File: src/sia_pkg.sv
// Shared types and constants for the segment intersection unit.
`timescale 1ns / 1ps
package sia_pkg;

  // Tolerance register width
  localparam int TOL_WIDTH = 32;

  // Result tuser layout
  localparam int USER_WIDTH = 2;
  localparam int USER_HIT   = 0;
  localparam int USER_DEGEN = 1;

  // Entries in the queue between front and back
  localparam int QUEUE_DEPTH = 4;

  // Queue status seen by the producer and the consumer
  typedef struct packed {
    logic full;
    logic empty;
  } sia_qstat_t;

  // Width of one queued job for a given coordinate width
  function automatic int sia_job_width(input int coord_w);
    return 8 * coord_w + 10;
  endfunction

endpackage

File: src/sia_queue.sv
// Small register queue between the classify front and the point back end.
`timescale 1ns / 1ps
module sia_queue import sia_pkg::*; #(
  parameter int WIDTH = 8,
  parameter int DEPTH = 4
) (
  input  logic             clk,
  input  logic             rst,
  input  logic             push,
  input  logic [WIDTH-1:0] push_data,
  input  logic             pop,
  output logic [WIDTH-1:0] pop_data,
  output sia_qstat_t       stat
);

  localparam int AW = (DEPTH > 1) ? $clog2(DEPTH) : 1;
  localparam int CW = $clog2(DEPTH + 1);

  logic [WIDTH-1:0] mem [0:DEPTH-1];
  logic [AW-1:0]    wr_ptr;
  logic [AW-1:0]    rd_ptr;
  logic [CW-1:0]    count;

  assign stat.full  = (count == CW'(DEPTH));
  assign stat.empty = (count == '0);
  assign pop_data   = mem[rd_ptr];

  // Store the pushed beat
  always_ff @(posedge clk) begin
    if (push) begin
      mem[wr_ptr] <= push_data;
    end
  end

  // Advance pointers and occupancy
  always_ff @(posedge clk) begin
    if (rst) begin
      wr_ptr <= '0;
      rd_ptr <= '0;
      count  <= '0;
    end else begin
      if (push) begin
        wr_ptr <= (wr_ptr == AW'(DEPTH - 1)) ? '0 : wr_ptr + 1'b1;
      end
      if (pop) begin
        rd_ptr <= (rd_ptr == AW'(DEPTH - 1)) ? '0 : rd_ptr + 1'b1;
      end
      if (push && !pop) begin
        count <= count + 1'b1;
      end else if (pop && !push) begin
        count <= count - 1'b1;
      end
    end
  end

  a_no_overflow: assert property (@(posedge clk) disable iff (rst)
    push |-> !stat.full) else $error("queue push while full");
  a_no_underflow: assert property (@(posedge clk) disable iff (rst)
    pop |-> !stat.empty) else $error("queue pop while empty");

endmodule

File: config.mk
export PLATFORM = sky130hd
export DESIGN_NAME = sia_queue
export DESIGN_NICKNAME = d
export VERILOG_FILES = /design/src/sia_pkg.sv /design/src/sia_queue.sv
export SDC_FILE = /design/constraint.sdc
export NUM_CORES = 1
export LEC_CHECK = 0
export BUFFER_PORTS_ARGS = -buffer_cell sky130_fd_sc_hd__buf_2
export CORE_AREA = 8 8 69 71
export CTS_CLUSTER_DIAMETER = 40
export DETAILED_ROUTE_END_ITERATION = 8
export DIE_AREA = 0 0 77 79
export GPL_ROUTABILITY_DRIVEN = 0
export HOLD_SLACK_MARGIN = 0.12
export PLACE_DENSITY = 0.71
export SETUP_SLACK_MARGIN = 0.15
export SKIP_LAST_GASP = 1
export SLEW_MARGIN = 20
export SYNTH_ARGS = -nofsm -noshare
export SYNTH_HDL_FRONTEND = slang
export SYNTH_SLANG_ARGS = --single-unit
File: constraint.sdc
create_clock -name clk -period 1.6 [get_ports clk]
set_clock_uncertainty 0.2 [all_clocks]
set_input_delay 0.08 -clock clk [delete_from_list [all_inputs] [get_ports clk]]
set_output_delay 0.08 -clock clk [all_outputs]
set_load 0.1 [all_outputs]
# Word-level counts from Yosys, hierarchy flattened
# Memories as Yosys holds them, arrays and structs flattened. A register that Yosys moved wholly into a read port is not among the register bits.
# Index checks and enable logic that the tools add are counted.
# op_classes
n_addsub,4
magnitude_cmp,0
shift,0
bitwise,0
muxes,8
n_eq_ne,3
n_mul,0
n_div,0
reduce_logical,6
# op_table
operator,n
2-to-1 mux 2 bit,4
2-to-1 mux 3 bit,2
adder 2 x 1 -> 2 bit (second input constant),2
== test 2 bit (second input constant),2
adder 3 x 1 -> 3 bit (second input constant),1
== test 3 bit (second input constant),1
zero test 3 bit,1
subtractor 3 x 1 -> 3 bit (second input constant),1
logical AND 1 bit,2
zero test 1 bit,2
2-to-1 mux 1 bit,2
nonzero test 2 bit,1
# word_totals
n_memories,1
output_inout_bits,10
ram_bits,32
input_bits,12
register_bits,7
latchBits,0
romBits,0
# mem_list
name,words,word_bits,rd,rd_ports_with_merged_regs,wr,line,rtl
mem,4,8,1,1,1,sia_queue.sv:19,logic [WIDTH-1:0] mem [0:DEPTH-1];

# Depth between registers and ports, before layout
# Gate-level depths: netlist of the first run.
# depth
ltp_word,4
mapped_depth,7

# Worst setup path after synthesis of the first run
# Ideal clock, no wire load.
# synth_path
kind,register to output
startpoint,register count[1]
endpoint,output port stat[1] (netlist name)
setup_slack_ns,-1.232
stages_incl_launch_ff,2
arrival_ns,2.552
t_required_ns,1.320
cell_sequence,dfxtp_1 nor3b_1
# synth_lines
element,line,rtl
"start, declared",sia_queue.sv:22,logic [CW-1:0] count;
"start signal, assigned",sia_queue.sv:49,count <= count + 1'b1;
"start signal, assigned",sia_queue.sv:51,count <= count - 1'b1;
"end, declared",sia_queue.sv:13,output sia_qstat_t stat

==> results of run 1 <==
-- registers in the layout, summed over array words and instances, names as in the netlist, named ones only --
name,count
rd_ptr,2
wr_ptr,2
mem,32
count,3
-- layer usage --
layer | global-route usage | up-vias | share of wire
met3 | 0.0451 | 6 | 0.057
met2 | 0.169 | 19 | 0.52
met5 | 0 | - | 0
met1 | 0.0944 | 441 | 0.40
met4 | 0.0453 | 0 | 0.019
li1 | - | 431 | -
-- through the flow --
| stage | hold slack [ns] | power (W) | setup slack, ns | TNS [ns] | util |
|---|---|---|---|---|---|
| 5_1_grt | 0.208 | 0.00272 | -0.225 | -1.72 | 0.593 |
| 2_1_floorplan | -0.0573 | 0.00173 | 0.0742 | 0 | - |
| 3_3_place_gp | 0.0923 | 0.00191 | -0.0403 | -0.0403 | 0.516 |
| 6_report | 0.171 | 0.00261 | -0.174 | -1.27 | 0.593 |
| 4_1_cts | 0.162 | 0.00264 | -0.198 | -1.46 | 0.588 |
| 3_5_place_dp | 0.0997 | 0.00192 | -0.103 | -0.103 | 0.516 |
-- how the worst max path moves through the flow --
stage / from / endpoint / slack, ns / cells past startpoint
finish: flip-flop / pop_data[7] / -0.17 / 3
detailed placement: pop / count[2] / -0.10 / 8
CTS: flip-flop / pop_data[7] / -0.20 / 3
floorplan: count[1] / count[2] / 0.07 / 4
global placement: pop / count[2] / -0.04 / 8
global route: flip-flop / pop_data[7] / -0.23 / 3
-- cells in the final DEF (no fill, tap or decap), drive strengths merged --
cell type	n
clkinv	2
and2	4
nor3	1
dfxtp	9
ha	6
or3	1
a21oi	2
clkbuf	5
mux2i	4
nor2	7
dlygate4sd3	14
buf	36
mux4	8
nor3b	2
fa	1
inv	4
clkinvlp	1
edfxtp	32
xor2	2
o21ai	1
-- layout make-up --
cell class / instances / area (sq um) / area share
flip-flops and latches: 41 / 1150 / 0.511
repair buffers: 50 / 470 / 0.209
multi-input cells: 39 / 467 / 0.207
clock buffers: 5 / 68.8 / 0.0305
well taps: 50 / 62.6 / 0.0278
clock inverters: 3 / 17.5 / 0.00777
inverters: 4 / 15.0 / 0.00666
-- tightest hold or removal path: stages --
cell and delay, ns:
buf_2 0.11, buf_4 0.12, nor3b_1 0.13, a21oi_1 0.12, nor2_1 0.07
-- cell families after synthesis --
family                     after synthesis  synth area share
AOI/OAI and AO/OA                        3           0.00939
xor gates and xnor gates                 2            0.0110
adders and majority gates                7            0.0595
buffers and inverters                    6            0.0196
DFF                                     41             0.714
muxes                                   12             0.138
and+or+nand+nor                         15            0.0485
-- power breakdown --
part	internal [W]	switching (W)	total (W)
clock	0.000300	0.000340	0.000640
sequential	0.00121	0.0000339	0.00125
combinational	0.000281	0.000445	0.000726
-- what timing repair did --
item | CTS | global route
pin swaps | 4 | 2
hold endpoints to repair | 41 | 3
setup endpoints to repair | 22 | 24
resized for setup | 18 | 4
hold buffers | 13 | 2
==> out/results.txt, run 1 <==
Die Area - 6080 sq um
Core Area - 3800 sq um
vias in the first global route - 914
clk sinks - 41
Synth cell types - 17
register area share after synthesis - 0.714
I/O Buffers - 21
clock tree from TritonCTS - built
post-DR vias/cell - 4.67
worst hold path type - in -> reg
slowest stage delay, CP - 0.52 ns
ys async rst share - 0
total track usage - 0.0961
P_leak - 0.854 nW
Power per Cell Area - 1160 nW/um^2
EDFF count, synth - 32
Avg WL per Cell - 14.4 um
worst reg2reg path startpoint - count[1]
cts bufs inserted - 5
Reg2Reg Setup Slack - 0.01 ns
Setup crit start kind - flip-flop
R2R Path End - count[2]
pin count of the biggest net entering global routing - 14
grt total ovfl - 0
share of cells above drive strength 1 - 0.451
failing checks - negative setup slack
first-pass GRT wire length - 4410 um
Area contributors post-synth - edfxtp_1 (60%), dfxtp_1 (11%), mux4_2 (11%)
post-route setup slack - -0.174 ns
Max Clk Rate - 0.564 GHz
hold path start - pop
relative slew slack - 0.837
WP data arrival - 1.49 ns
ys flop type - edfxtp_1
worst hold stages - 5
placed cells - 170
Final Max Slew Viols - 0
area leader, netlist - edfxtp_1
count leader, synth - edfxtp_1
Cell Area, Placed - 1960 sq um
Max H-tree Level - 2
crit path kind - reg -> out
Routed Wire Length - 2770 um
status - finished, violations left
clk slew on worst S/H paths - 0.08 ns
Clk Tree Root Cell - clkbuf_8
final antenna-violating net count - 0
row cnt - 23
Final Hold Fails - 0
Commonest cells post-synth - edfxtp_1 (32), dfxtp_1 (9), mux4_2 (8), nor2_1 (7), ha_1 (6)
post-CTS setup buffer count - 0
Final nets - 160
Seq cells post-synth - 41
Post-Syn Nets - 105
post-route cell area - 2250 sq um
Cell Count, Final, Fillers Out - 192
yosys warns - 0
crit-path cells - buf_12, mux4_2, buf_6
Yosys top cell area share - 0.601
Detailed Routing Iterations Pass 1 - 4
actual slew at the worst max-slew pin - 0.242 ns
CP max FO - 8
vias post-DR - 897
Setup Viol. Count Final - 8
Die Y - 79 um
minimum clock period - 1.77 ns
worst reg2reg path depth - 4
hpwl dp - 1940 um
worst skew pair latency - 0.29 ns
CP Buf/Inv Count - 2
Max Cap Viol - 0
critical path's top delay family - multiplexers
Area Overhead vs Synth - 41.0%
Mapped Area - 1600 sq um
Bufs on Longest Clock Path - 2
Initial Utilization - 0.421
IO Count - 22
Initial DRC Count - 32
die extent in x - 77 um
worst vdd ir - 0.635 mV
Final period util - 1.11
RSZ-0062 raised after global routing - true
Mapped Cells - 86
Residual DRC - 0
initial antenna violation count - 0
Req. time, crit path - 1.32 ns
Worst setup EP type - primary output
Avg Cell Area, Syn - 18.6 sq um
Crit-path slowest cell - mux4_2
Filler cells - 319
Antenna diodes - 0
No activity file was read; power rests on OpenSTA's default activity.
==> run 2, diff against run 1 <==
Settings changed: CORE_AREA 8 8 69 71 to 3 3 64 66, DIE_AREA 0 0 77 79 to 0 0 67 69, RECOVER_POWER from default to 25, SETUP_SLACK_MARGIN 0.15 to 0.2.
==> out/results.txt, run 2 (same netlist as run 1, synthesis figures left out) <==
final antenna-violating net count - 0 (unchanged)
Post-Place Setup Slack - -0.0812 ns (+0.0215 ns)
share of cells above drive strength 1 - 0.437 (-0.0141)
Routed Wire Length - 3140 um (+13%)
DR WL met2 - 1710 um (+19%)
Tot Pwr - 0.00298 W (+14%)
initial antenna violation count - 0 (unchanged)
worst skew pair latency - 0.29 ns (about the same)
P_leak - 0.865 nW (+1.4%)
cts bufs inserted - 5 (unchanged)
Final period util - 1.11 (+0.00189)
failing checks - negative setup slack
Area Overhead vs Synth - 43.1%
total track usage - 0.156 (+0.0599)
clk sinks - 41 (unchanged)
vias in the first global route - 1,055 (+15%)
vias post-DR - 920 (+2.6%)
Setup crit end - pop_data[3]
met1 WL - 1270 um (+13%)
Detailed Routing Iterations Pass 1 - 4 (unchanged)
placed cells - 167 (-1.8%)
Die Area - 4620 sq um (-24%)
I/O Buffers - 21 (unchanged)
worst vdd ir - 0.808 mV (+27%)
Setup crit start kind - flip-flop
Initial Utilization - 0.440 (+0.0191)
post-DR vias/cell - 4.84 (+3.6%)
Final nets - 160 (unchanged)
hpwl dp - 2140 um (+10%)
Reg2Reg Setup Slack - 0.01 ns (about the same)
Filler cells - 276 (-13%)
clock tree from TritonCTS - built
worst reg2reg path startpoint - count[1]
grt total ovfl - 0 (unchanged)
WP data arrival - 1.50 ns (about the same)
most flop-heavy register - mem
commonest non-fill, non-tap cells in the layout - edfxtp_1 (32), dlygate4sd3_1 (13), buf_6 (12)
R2R Path End - count[2]
Power per Cell Area - 1300 nW/um^2 (+12%)
Worst setup EP type - primary output
post-route setup slack - -0.177 ns (-0.00302 ns)
Initial DRC Count - 41 (+28%)
Req. time, crit path - 1.32 ns (about the same)
Clk Tree Root Cell - clkbuf_8
worst hold path type - in -> reg
Sequential cell area - 1150 sq um (unchanged)
Final Hold Fails - 0 (unchanged)
Max Cap Viol - 0 (unchanged)
Fin Setup TNS - -1.36 ns (-0.0818 ns)
minimum clock period - 1.78 ns (+0.00302 ns)
commonest non-fill, non-tap cell in the layout - edfxtp_1
Antenna diodes - 0 (unchanged)
IO Count - 22 (unchanged)
Cell Count, Final, Fillers Out - 190 (-1.0%)
Die Y - 69 um (-13%)
CP max FO - 8 (unchanged)
Final Max Slew Viols - 0 (unchanged)
RSZ-0062 raised after global routing - true
area of the multi-input gates - 465 sq um (-0.27%)
die extent in x - 67 um (-13%)
Regs by FF count - mem (32), count (3)
Residual DRC - 0 (unchanged)
post-layout util - 0.629 (+0.0363)
worst reg2reg path depth - 4 (unchanged)
Avg WL per Cell - 16.5 um (+14%)
Bufs on Longest Clock Path - 2 (unchanged)
max FFs per register - 32 (unchanged)
relative slew slack - 0.863 (+0.0257)
row cnt - 22 (-4.3%)
status - finished, violations left
clk slew on worst S/H paths - 0.08 ns (about the same)
highest routed layer - met4
Core Area - 3630 sq um (-4.3%)
pin count of the biggest net entering global routing - 15 (+1)
routed wl met3 - 127 um (-20%)
Max Clk Rate - 0.563 GHz (-0.17%)
Max H-tree Level - 2 (unchanged)
Setup Viol. Count Final - 8 (unchanged)
actual slew at the worst max-slew pin - 0.206 ns (-0.0356 ns)
first-pass GRT wire length - 5150 um (+17%)
crit path kind - reg -> out
-- run 2: changes by cell type in the layout (fill, tap and decap cells not counted), moves of 2 or more --
cell / previous run / this run
bufinv_16: 0 / 2
inv_1: 2 / 0
buf_6: 10 / 12
buf_2: 11 / 6
inv_2: 2 / 4
clkinv_2: 2 / 0
clkbuf_1: 0 / 5
-- run 2: stage by stage --
| step | hold slack [ns] | cell area, sq um |
|---|---|---|
| final | 0.0871 | 2290 |
| after global routing | 0.130 | 2290 |
| after CTS | 0.238 | 2280 |
| after detailed placement | 0.100 | 1940 |
| after global placement | 0.0904 | 1940 |
| after floorplan | -0.0573 | 1640 |
-- run 2: repair_timing --
| item | CTS | global route |
|---|---|---|
| hold endpoints to repair | 41 | 3 |
| resized for setup | 19 | 7 |
| endpoints found under the setup margin | 29 | 36 |
| setup buffers | 2 | 0 |
| pin swaps | 2 | 2 |
| hold buffers | 13 | 1 |
-- run 2: worst min-delay path by stage --
stage | from | end | cells after the start
2_1_floorplan | rst | count[0] | 1
3_3_place_gp | push_data[0] | mem[2][0] | 1
3_5_place_dp | push_data[2] | mem[2][2] | 1
4_1_cts | push | mem[2][6] | 4
5_1_grt | push | count[2] | 4
6_report | push | count[2] | 4
-- run 2: worst max-delay path, cell delays in order (launching register included) --
cell	delay, ns
dfxtp_2	0.34
buf_12	0.14
mux4_2	0.52
buf_6	0.20
-- run 2: layer usage --
metal / up-vias / GRT usage
met5: - / 0
met4: 0 / 0.0608
met3: 2 / 0.0521
met2: 21 / 0.262
met1: 461 / 0.179
li1: 436 / -
-- run 2: power by group --
| part | internal [W] | leakage (nW) | switching (W) |
|---|---|---|---|
| logic | 0.000278 | 0.426 | 0.000455 |
| clock network | 0.000628 | 0.0687 | 0.000367 |
| registers | 0.00121 | 0.370 | 0.0000340 |
-- run 2: cell type report --
type	instances	share of cell area
clock buffer	5	0.0301
multi-input combinational	39	0.204
sequential	41	0.504
timing repair buffer	50	0.200
inverter	4	0.00656
clock inverter	3	0.0301
tap	48	0.0263
